[src/design/udiv64_pkg.sv]
// ----------------------------------------------------------------------------
// udiv64_pkg: shared definitions of the unsigned divider
// Field widths, the default data width and the link that joins neighboring
// cells of the divider row.
// ----------------------------------------------------------------------------
package udiv64_pkg;

    // Width of each dividend, divisor, quotient and remainder field on the ports.
    localparam int FIELD_W = 64;

    // Default number of bits that take part in the division.
    localparam int DEF_DATA_WIDTH = 64;

    // What one cell hands to the next, more significant, cell in each cycle.
    typedef struct packed {
        logic rem;     // partial remainder bit, shifted up by one place
        logic nq;      // dividend bit on its way out, quotient bit on its way in
        logic borrow;  // borrow of the trial subtraction
    } t_link;

endpackage

[src/design/unsigned_divider_64_unit.sv]
// ----------------------------------------------------------------------------
// unsigned_divider_64_unit: 64-bit unsigned restoring divider
// Returns the truncated quotient and the remainder of two unsigned operands,
// one quotient bit per cycle, on a row of identical bit-slice cells.
// ----------------------------------------------------------------------------
// The unit divides the low DATA_WIDTH bits of the dividend by the low
// DATA_WIDTH bits of the divisor and returns the exact quotient and remainder,
// zero-extended to 64 bits. A divisor that is zero in those bits sets the
// divide_by_zero flag in tuser, and quotient and remainder are then zero.
// The unit works on one item at a time. An item with a nonzero divisor steps
// through the cell row, one quotient bit per cycle from the most significant
// bit down, then moves to the output register through ST_DONE; a zero divisor
// skips the row and goes from ST_IDLE straight to ST_DONE. s_axis_tready comes
// back in the same cycle in which the result shows in the output register. That
// register holds a finished item while the next one is accepted and divided, so a
// slow consumer costs throughput only when a second result is ready before the
// first is taken.
// ----------------------------------------------------------------------------
module unsigned_divider_64_unit
    import udiv64_pkg::*;
#(
    parameter int DATA_WIDTH = DEF_DATA_WIDTH
) (
    input  logic                 i_clk,
    input  logic                 i_rst_n,
    input  logic                 s_axis_tvalid,
    output logic                 s_axis_tready,
    input  logic [2*FIELD_W-1:0] s_axis_tdata,   // dividend [63:0], divisor [127:64]
    output logic                 m_axis_tvalid,
    input  logic                 m_axis_tready,
    output logic [2*FIELD_W-1:0] m_axis_tdata,   // quotient [63:0], remainder [127:64]
    output logic                 m_axis_tuser    // divide_by_zero
);

    localparam int CNT_W = $clog2(DATA_WIDTH);
    localparam logic [CNT_W-1:0] LAST_STEP = CNT_W'(DATA_WIDTH - 1);

    // Controller states: idle and ready for an item, stepping through the
    // cell row, and waiting for the output register to be free.
    typedef enum logic [2:0] {
        ST_IDLE = 3'b001,
        ST_RUN  = 3'b010,
        ST_DONE = 3'b100
    } t_state;

    t_state             r_state;
    t_state             n_state;
    logic [CNT_W-1:0]   r_cnt;
    logic [CNT_W-1:0]   n_cnt;
    logic               r_dz;
    logic               r_out_valid;
    logic               n_out_valid;
    logic [FIELD_W-1:0] r_out_q;
    logic [FIELD_W-1:0] r_out_r;
    logic               r_out_dz;

    logic                  w_accept;
    logic                  w_step;
    logic                  w_take;
    logic                  w_out_load;
    logic                  w_zero_div;
    logic [DATA_WIDTH-1:0] w_dividend;
    logic [DATA_WIDTH-1:0] w_divisor;
    logic [DATA_WIDTH-1:0] w_q;
    logic [DATA_WIDTH-1:0] w_r;
    t_link                 w_in   [DATA_WIDTH];
    t_link                 w_out  [DATA_WIDTH];

    assign w_dividend = s_axis_tdata[DATA_WIDTH-1:0];
    assign w_divisor  = s_axis_tdata[FIELD_W +: DATA_WIDTH];
    assign w_zero_div = (w_divisor == '0);

    assign s_axis_tready = (r_state == ST_IDLE);
    assign w_accept      = s_axis_tvalid & s_axis_tready;
    assign w_step        = (r_state == ST_RUN);
    assign w_out_load    = (r_state == ST_DONE) & (~r_out_valid | m_axis_tready);

    // The trial difference is kept when the shifted remainder overflowed its
    // width (the bit pushed out of the top cell) or when the subtraction left
    // no borrow. The same bit enters the row as the new quotient bit.
    assign w_take = w_out[DATA_WIDTH-1].rem | ~w_out[DATA_WIDTH-1].borrow;

    // Cell zero shifts in the dividend bit leaving the top cell, and starts
    // the borrow chain with no borrow.
    assign w_in[0].rem    = w_out[DATA_WIDTH-1].nq;
    assign w_in[0].nq     = w_take;
    assign w_in[0].borrow = 1'b0;

    for (genvar gi = 0; gi < DATA_WIDTH; gi++) begin : g_cell
        if (gi > 0) begin : g_link
            assign w_in[gi] = w_out[gi-1];
        end

        udiv64_cell u_cell (
            .i_clk    (i_clk),
            .i_load   (w_accept),
            .i_step   (w_step),
            .i_take   (w_take),
            .i_load_n (w_dividend[gi]),
            .i_load_d (w_divisor[gi]),
            .i_prev   (w_in[gi]),
            .o_link   (w_out[gi])
        );

        // After the last step the shift register holds the quotient and the
        // remainder cells hold the remainder.
        assign w_q[gi] = w_out[gi].nq;
        assign w_r[gi] = w_out[gi].rem;
    end

    always_comb begin
        n_state = r_state;
        n_cnt   = r_cnt;
        unique case (r_state)
            ST_IDLE: begin
                n_cnt = '0;
                if (w_accept) begin
                    n_state = w_zero_div ? ST_DONE : ST_RUN;
                end
            end
            ST_RUN: begin
                n_cnt = r_cnt + 1'b1;
                if (r_cnt == LAST_STEP) begin
                    n_state = ST_DONE;
                end
            end
            ST_DONE: begin
                if (w_out_load) begin
                    n_state = ST_IDLE;
                end
            end
            default: begin
                n_state = ST_IDLE;
            end
        endcase
    end

    always_comb begin
        if (w_out_load) begin
            n_out_valid = 1'b1;
        end else if (m_axis_tready) begin
            n_out_valid = 1'b0;
        end else begin
            n_out_valid = r_out_valid;
        end
    end

    always_ff @(posedge i_clk) begin
        if (!i_rst_n) begin
            r_state     <= ST_IDLE;
            r_cnt       <= '0;
            r_out_valid <= 1'b0;
        end else begin
            r_state     <= n_state;
            r_cnt       <= n_cnt;
            r_out_valid <= n_out_valid;
        end
    end

    // Payload registers.
    always_ff @(posedge i_clk) begin
        if (w_accept) begin
            r_dz <= w_zero_div;
        end
        if (w_out_load) begin
            r_out_q  <= r_dz ? '0 : FIELD_W'(w_q);
            r_out_r  <= r_dz ? '0 : FIELD_W'(w_r);
            r_out_dz <= r_dz;
        end
    end

    assign m_axis_tvalid = r_out_valid;
    assign m_axis_tdata  = {r_out_r, r_out_q};
    assign m_axis_tuser  = r_out_dz;

endmodule

[src/design/udiv64_cell.sv]
// ----------------------------------------------------------------------------
// udiv64_cell: one bit slice of the divider row
// Holds one bit of the partial remainder, of the divisor and of the combined
// dividend and quotient shift register, and one stage of the borrow chain.
// ----------------------------------------------------------------------------
module udiv64_cell
    import udiv64_pkg::*;
(
    input  logic  i_clk,
    input  logic  i_load,    // start of an item: take the operand bits
    input  logic  i_step,    // one restoring division step
    input  logic  i_take,    // the trial difference replaces the remainder
    input  logic  i_load_n,  // dividend bit of this slice
    input  logic  i_load_d,  // divisor bit of this slice
    input  t_link i_prev,    // from the less significant neighbor
    output t_link o_link     // to the more significant neighbor
);

    logic r_rem;
    logic r_nq;
    logic r_d;
    logic n_rem;
    logic w_diff;

    // Bit of the trial subtraction of the divisor from the shifted remainder.
    assign w_diff = i_prev.rem ^ r_d ^ i_prev.borrow;
    assign n_rem  = i_take ? w_diff : i_prev.rem;

    always_ff @(posedge i_clk) begin
        if (i_load) begin
            r_rem <= 1'b0;
            r_nq  <= i_load_n;
            r_d   <= i_load_d;
        end else if (i_step) begin
            r_rem <= n_rem;
            r_nq  <= i_prev.nq;
        end
    end

    assign o_link.rem    = r_rem;
    assign o_link.nq     = r_nq;
    assign o_link.borrow = (~i_prev.rem & r_d) | (~(i_prev.rem ^ r_d) & i_prev.borrow);

endmodule

[config.mk]
export PLATFORM = sky130hd
export DESIGN_NAME = unsigned_divider_64_unit
export DESIGN_NICKNAME = d
export VERILOG_FILES = /design/src/design/udiv64_pkg.sv /design/src/design/unsigned_divider_64_unit.sv /design/src/design/udiv64_cell.sv
export SDC_FILE = /design/constraint.sdc
export NUM_CORES = 1
export LEC_CHECK = 0
export BUFFER_PORTS_ARGS = -buffer_cell sky130_fd_sc_hd__buf_4
export CORE_UTILIZATION = 45
export DETAILED_ROUTE_END_ITERATION = 7
export GPL_TIMING_DRIVEN = 0
export PLACE_DENSITY_LB_ADDON = 0.08
export SYNTH_ARGS = -nofsm -noshare
export SYNTH_HDL_FRONTEND = slang
export SYNTH_SLANG_ARGS = --single-unit
[constraint.sdc]
create_clock -name i_clk -period 72.9 [get_ports i_clk]
set_input_delay 21.87 -clock i_clk [delete_from_list [all_inputs] [get_ports i_clk]]
set_output_delay 21.87 -clock i_clk [all_outputs]
set_load 0.01 [all_outputs]
==> flow_summary.toml, run 1 <==
[sta]
fin_skew_ns = 0.02540
rsz0062_at_grt = "no"
fin_tns_setup_ns = 0
fin_crit_ns = 31.40
tightest_slew_ns = 1.373
slew_headroom = 0.07619
fin_crit_sh = 0.4307
setup_viol = 0
worst_hold_slack_ns = 0.4890
fmax_ghz = 0.03185
final_hold_viol_count = 0
drv_slew = 0

[worst_setup_path]
critPathMaxStageDelay_ns = 0.52
worst-path-buf-inv = 6
cp_max_fo = 10
end_kind = "register"
cpMostUsedCell = "fa_1"
crit_family = "adder cells"
arrival_ns = 31.77
worstSetupStartpointType = "register"
required_ns = 73.28
cp_slowest_cell = "fa_1"
path_class = "reg -> reg"

[global_route]
grt_max_degree = 65
grt-ovfl-total = 0
antenna_found_initial = 0
grt_pass1_wl_um = 52560
grt_pass1_vias = 9585
grt_use_total = 0.2171

[drt]
viasPerCell = 5.064
via_count = 9667
detail-route-antenna-nets = 0
drt_iter0_drc = 614
wirelength_um = 34310
wl_per_cell_um = 17.97
first_pass_iters = 5
drc = 0

[logic_synthesis]
synth_area_leaders = "edfxtp_1 (55%), dfxtp_1 (11%), fa_1 (9.0%)"
synth_fp_nets = 1373
yosysTopAreaCell = "edfxtp_1"
syn-cell-area_um2 = 14060
yosys_warnings = 0
async_flop_share = 0
ys_types = 37
synth_common_cells = "edfxtp_1 (258), nand2_1 (193), nor2_1 (133), dfxtp_1 (74)"
synth-edff-count = 258
synth-seq-area-share = 0.6563
yosysMostFrequentCell = "edfxtp_1"
yosysTopAreaCellShare = 0.5510
synth_area_per_cell_um2 = 11.96
ys_ff_latch = 332
ys.flop_type = "edfxtp_1"
syn_inst = 1176

[placed_design]
dp_hpwl_um = 24620
gp_congestion = 0.7995
port_buffers = 261

[clock_tree]
clk_latency_ns = 0.53
root_buffer = "clkbuf_16"
htreeDepth = 2
cts_buffer_depth = 3
numCtsBuffers = 38
cts.clk_slew.worst_paths_ns = 0.06
cts_resized = 0
cts_sinks = 332
cts_tree = "built"
hold_buffers = 0
post_cts_buffers = 0

[die]
boundaryPins = 263
dieArea_um2 = 31960
core_um2 = 30670
dieWidth_um = 178.8
core.rowCount = 64
start_util = 0.4585
fp.dieH_um = 178.8

[final_layout]
layout-drive-gt1-share = 0.2313
antenna_cells = 0
syn2layout_area_growth_pct = 27.58
fin_nets = 1680

[pwr]
comb_power_share = 0.117
leakage_uw = 0.006708
p_int_uw = 366.5
peakVddDrop_v = 0.00002026
p_per_area_nw_per_um2 = 26.98
switching_share = 0.2427
pwr-share-clk = 0.399
p_switching_uw = 117.5
power_frac_seq = 0.484

[status]
outcome = "completed"

[run]
cap_violations = 0

[hold_path]
hold_class = "reg -> reg"
[per-layer routing]
| layer | share of wire | track usage |
|---|---|---|
| met5 | 0 | 0 |
| met4 | 0.024 | 0.06568 |
| met3 | 0.061 | 0.03817 |
| met2 | 0.47 | 0.3438 |
| met1 | 0.44 | 0.3060 |
[state kept, by name, indices dropped and copies added (netlist names)]
register,count
g_cell.u_cell.r_d,64
g_cell.u_cell.r_nq,64
g_cell.u_cell.r_rem,64
m_axis_tuser,1
m_axis_tvalid,1
r_cnt,6
r_dz,1
r_out_q,64
r_out_r,64
r_state,3
[power by group through the flow]
stage	Clock, uW	Combinational, uW	Sequential (uW)
floorplan	0	32.7	237
global placement	0	54.9	239
detailed placement	0	57.4	238
CTS	196	57.8	234
global route	203	64.3	236
finish	193	56.6	234
[cell type report]
| type | instances | area [um2] |
|---|---|---|
| plain buffers | 65 | 284.0 |
| clock buffers | 52 | 1087 |
| fillers | 2645 | 12730 |
| multi-input cells | 709 | 4295 |
| well taps | 396 | 495.5 |
| clock inverters | 18 | 181.4 |
| repair buffers | 267 | 2102 |
| inverters | 70 | 265.3 |
| flip-flops and latches | 332 | 9229 |
[tightest hold or removal path, stage by stage (launching register included)]
cell     delay [ns]
dfxtp_1        0.32
nand3_1        0.06
o21ai_0        0.06
[cells by family (layout without fill, tap and decap cells)]
logic type                 count (synthesis)  after routing  share of synthesized area
buffers and inverters                    135            472                    0.03871
AOI/OAI and AO/OA                        146            146                    0.05410
DFF                                      332            332                     0.6563
muxes                                      2              2                   0.001424
adders and majority gates                 65             65                    0.09148
and+or+nand+nor                          496            496                     0.1579
[metrics by stage]
stage	worst slack, ns	util	cell area (um2)	instances	total power [uW]
final	41.50	0.5849	17940	1909	484.0
after global routing	40.36	0.5849	17940	1909	503.6
after detailed placement	41.30	0.5436	16670	1839	295.5
after global placement	41.44	0.5385	16520	1833	294.0
after floorplan	43.07	-	14060	1176	270.0
after CTS	41.18	0.5849	17940	1909	488.2
[layout by cell type (no fill, tap or decap), types with 17 or more instances in the layout]
cell type	n
buf_4	263
edfxtp_1	258
nand2_1	193
nor2_1	133
dfxtp_1	74
o21ai_0	70
nor2b_1	69
inv_1	67
a21oi_1	66
nand3_1	66
fa_1	63
clkbuf_1	45
clkbuf_16	41
buf_2	20
nor4_1	17
[path summary, 6_finish.rpt]
| kind | endpoint | startpoint | depth (start not counted) | slack [ns] |
|---|---|---|---|---|
| hold / removal | g_cell[26].u_cell.r_rem | g_cell[26].u_cell.r_rem | 2 | 0.49 |
| hold reg to reg | g_cell[26].u_cell.r_rem | g_cell[26].u_cell.r_rem | 2 | 0.49 |
| setup reg to reg | g_cell[7].u_cell.r_rem | g_cell[63].u_cell.r_nq | 73 | 41.50 |
| setup / recovery | g_cell[7].u_cell.r_rem | g_cell[63].u_cell.r_nq | 73 | 41.50 |
(Power assumes the default switching activity.)
==> run 2, diff against run 1 <==
clock period = 27.2 ns   (was 72.9 ns; I/O delays follow)
==> flow_summary.toml, run 2 (same netlist as run 1, synthesis figures left out) <==
[worst_setup_path]
arrival_ns = 26.89
required_ns = 27.55
worstSetupStartpointType = "register"
cpMostUsedCell = "fa_2"
cp_slowest_cell = "fa_2"
end_kind = "register"
r2r_cells = 72
critPathMaxStageDelay_ns = 0.44
path_class = "reg -> reg"
cp_max_fo = 10

[sta]
worst_hold_slack_ns = 0.4907
setup_slack_ns = 0.6589
setup_viol = 0
tightest_slew_ns = 1.379
fmax_ghz = 0.03768
slew_headroom = 0.07246
rsz0062_at_grt = "no"
fin_crit_ns = 26.54
fin_skew_ns = 0.01537
final_hold_viol_count = 0
fin_crit_sh = 0.9758
drv_slew = 0

[global_route]
antenna_found_initial = 0
grt_use_total = 0.2141
grt_pass1_wl_um = 51610
grt_pass1_vias = 9389
grt_max_degree = 65
grt-ovfl-total = 0

[clock_tree]
cts_buffer_depth = 3
root_buffer = "clkbuf_16"
post_cts_buffers = 0
cts_tree = "built"
cts_sinks = 332
cts.clk_slew.worst_paths_ns = 0.06
clk_latency_ns = 0.51
htreeDepth = 2
numCtsBuffers = 37

[hold_path]
holdPathStages = 2
hold_class = "reg -> reg"

[placed_design]
placed_area_um2 = 16770
port_buffers = 261
dp_hpwl_um = 24670
dp_slack_ns = -1.265
gp_congestion = 0.8021

[final_layout]
syn2layout_area_growth_pct = 27.86
final_common_cell = "buf_4"
nFillCells = 2622
post-route-cell-area_um2 = 17980
multi_input_area_um2 = 4473
antenna_cells = 0
final-seq-area_um2 = 9229
mostFrequentLayoutCells = "buf_4 (263), edfxtp_1 (258), nand2_1 (193), nor2_1 (133), dfxtp_1 (74)"
fin_nets = 1677
layout-drive-gt1-share = 0.2766

[drt]
drc = 0
wirelength_um = 34000
wl_met1_um = 15130
wl_met3_um = 1917
via_count = 9657
drt_iter0_drc = 608
first_pass_iters = 5
wl_per_cell_um = 17.90
top_layer = "met4"
detail-route-antenna-nets = 0
wl_met2_um = 16180
viasPerCell = 5.083

[run]
cap_violations = 0

[die]
fp.dieH_um = 178.8
dieArea_um2 = 31960
boundaryPins = 263
start_util = 0.4585
core_um2 = 30670
core.rowCount = 64
dieWidth_um = 178.8

[status]
outcome = "completed"

[pwr]
peakVddDrop_v = 0.00004504
power_uw = 1249
p_per_area_nw_per_um2 = 69.49
leakage_uw = 0.006666
[run 2: per-layer routing]
layer  up-vias  track usage
met1      4719       0.3026
met4         0      0.06003
met3        53      0.03350
met2       287       0.3430
li1       4598            -
met5         -            0
[run 2: where the power goes]
part	leakage, uW	switching, uW	internal [uW]	total (uW)
Combinational	0.00311	94.8	56.4	151
Clock	0.000549	190	279	469
Sequential	0.00301	20.0	609	629
Total	0.00667	305	944	1250
[run 2: repair_timing]
action,4_1_cts,5_1_grt
endpoints found under the setup margin,65,65
cloned,0,0
resized for setup,20,10
pin swaps,8,19
hold buffers,0,0
[run 2: final cells by class]
cell class / count / area share
Inverter: 70 / 0.01475
Multi-Input combinational cell: 709 / 0.2488
Tap cell: 396 / 0.02756
Clock inverter: 13 / 0.006333
Buffer: 64 / 0.01782
Clock buffer: 50 / 0.05644
Sequential cell: 332 / 0.5133
Timing Repair Buffer: 266 / 0.1150
[run 2: worst paths after layout]
kind                                 from                 endpoint  slack [ns]
setup / recovery   g_cell[63].u_cell.r_nq  g_cell[16].u_cell.r_rem        0.66
hold / removal    g_cell[30].u_cell.r_rem  g_cell[30].u_cell.r_rem        0.49
setup reg to reg   g_cell[63].u_cell.r_nq  g_cell[16].u_cell.r_rem        0.66
hold reg to reg   g_cell[30].u_cell.r_rem  g_cell[30].u_cell.r_rem        0.49
[run 2: critical path: cells and delay by family, from the launching register on]
kind | cells | cell delay (ns)
fa+ha+maj | 64 | 24.94
buf+inv | 5 | 0.58
flops | 1 | 0.40
compound gates | 2 | 0.24
simple gates | 1 | 0.18
[run 2: stage by stage]
step	cells	TNS, ns	utilization
2_1_floorplan	1176	0	-
3_5_place_dp	1838	-75.94	0.5469
5_1_grt	1900	0	0.5862
3_3_place_gp	1833	-69.76	0.5430
4_1_cts	1900	0	0.5856
6_report	1900	0	0.5862
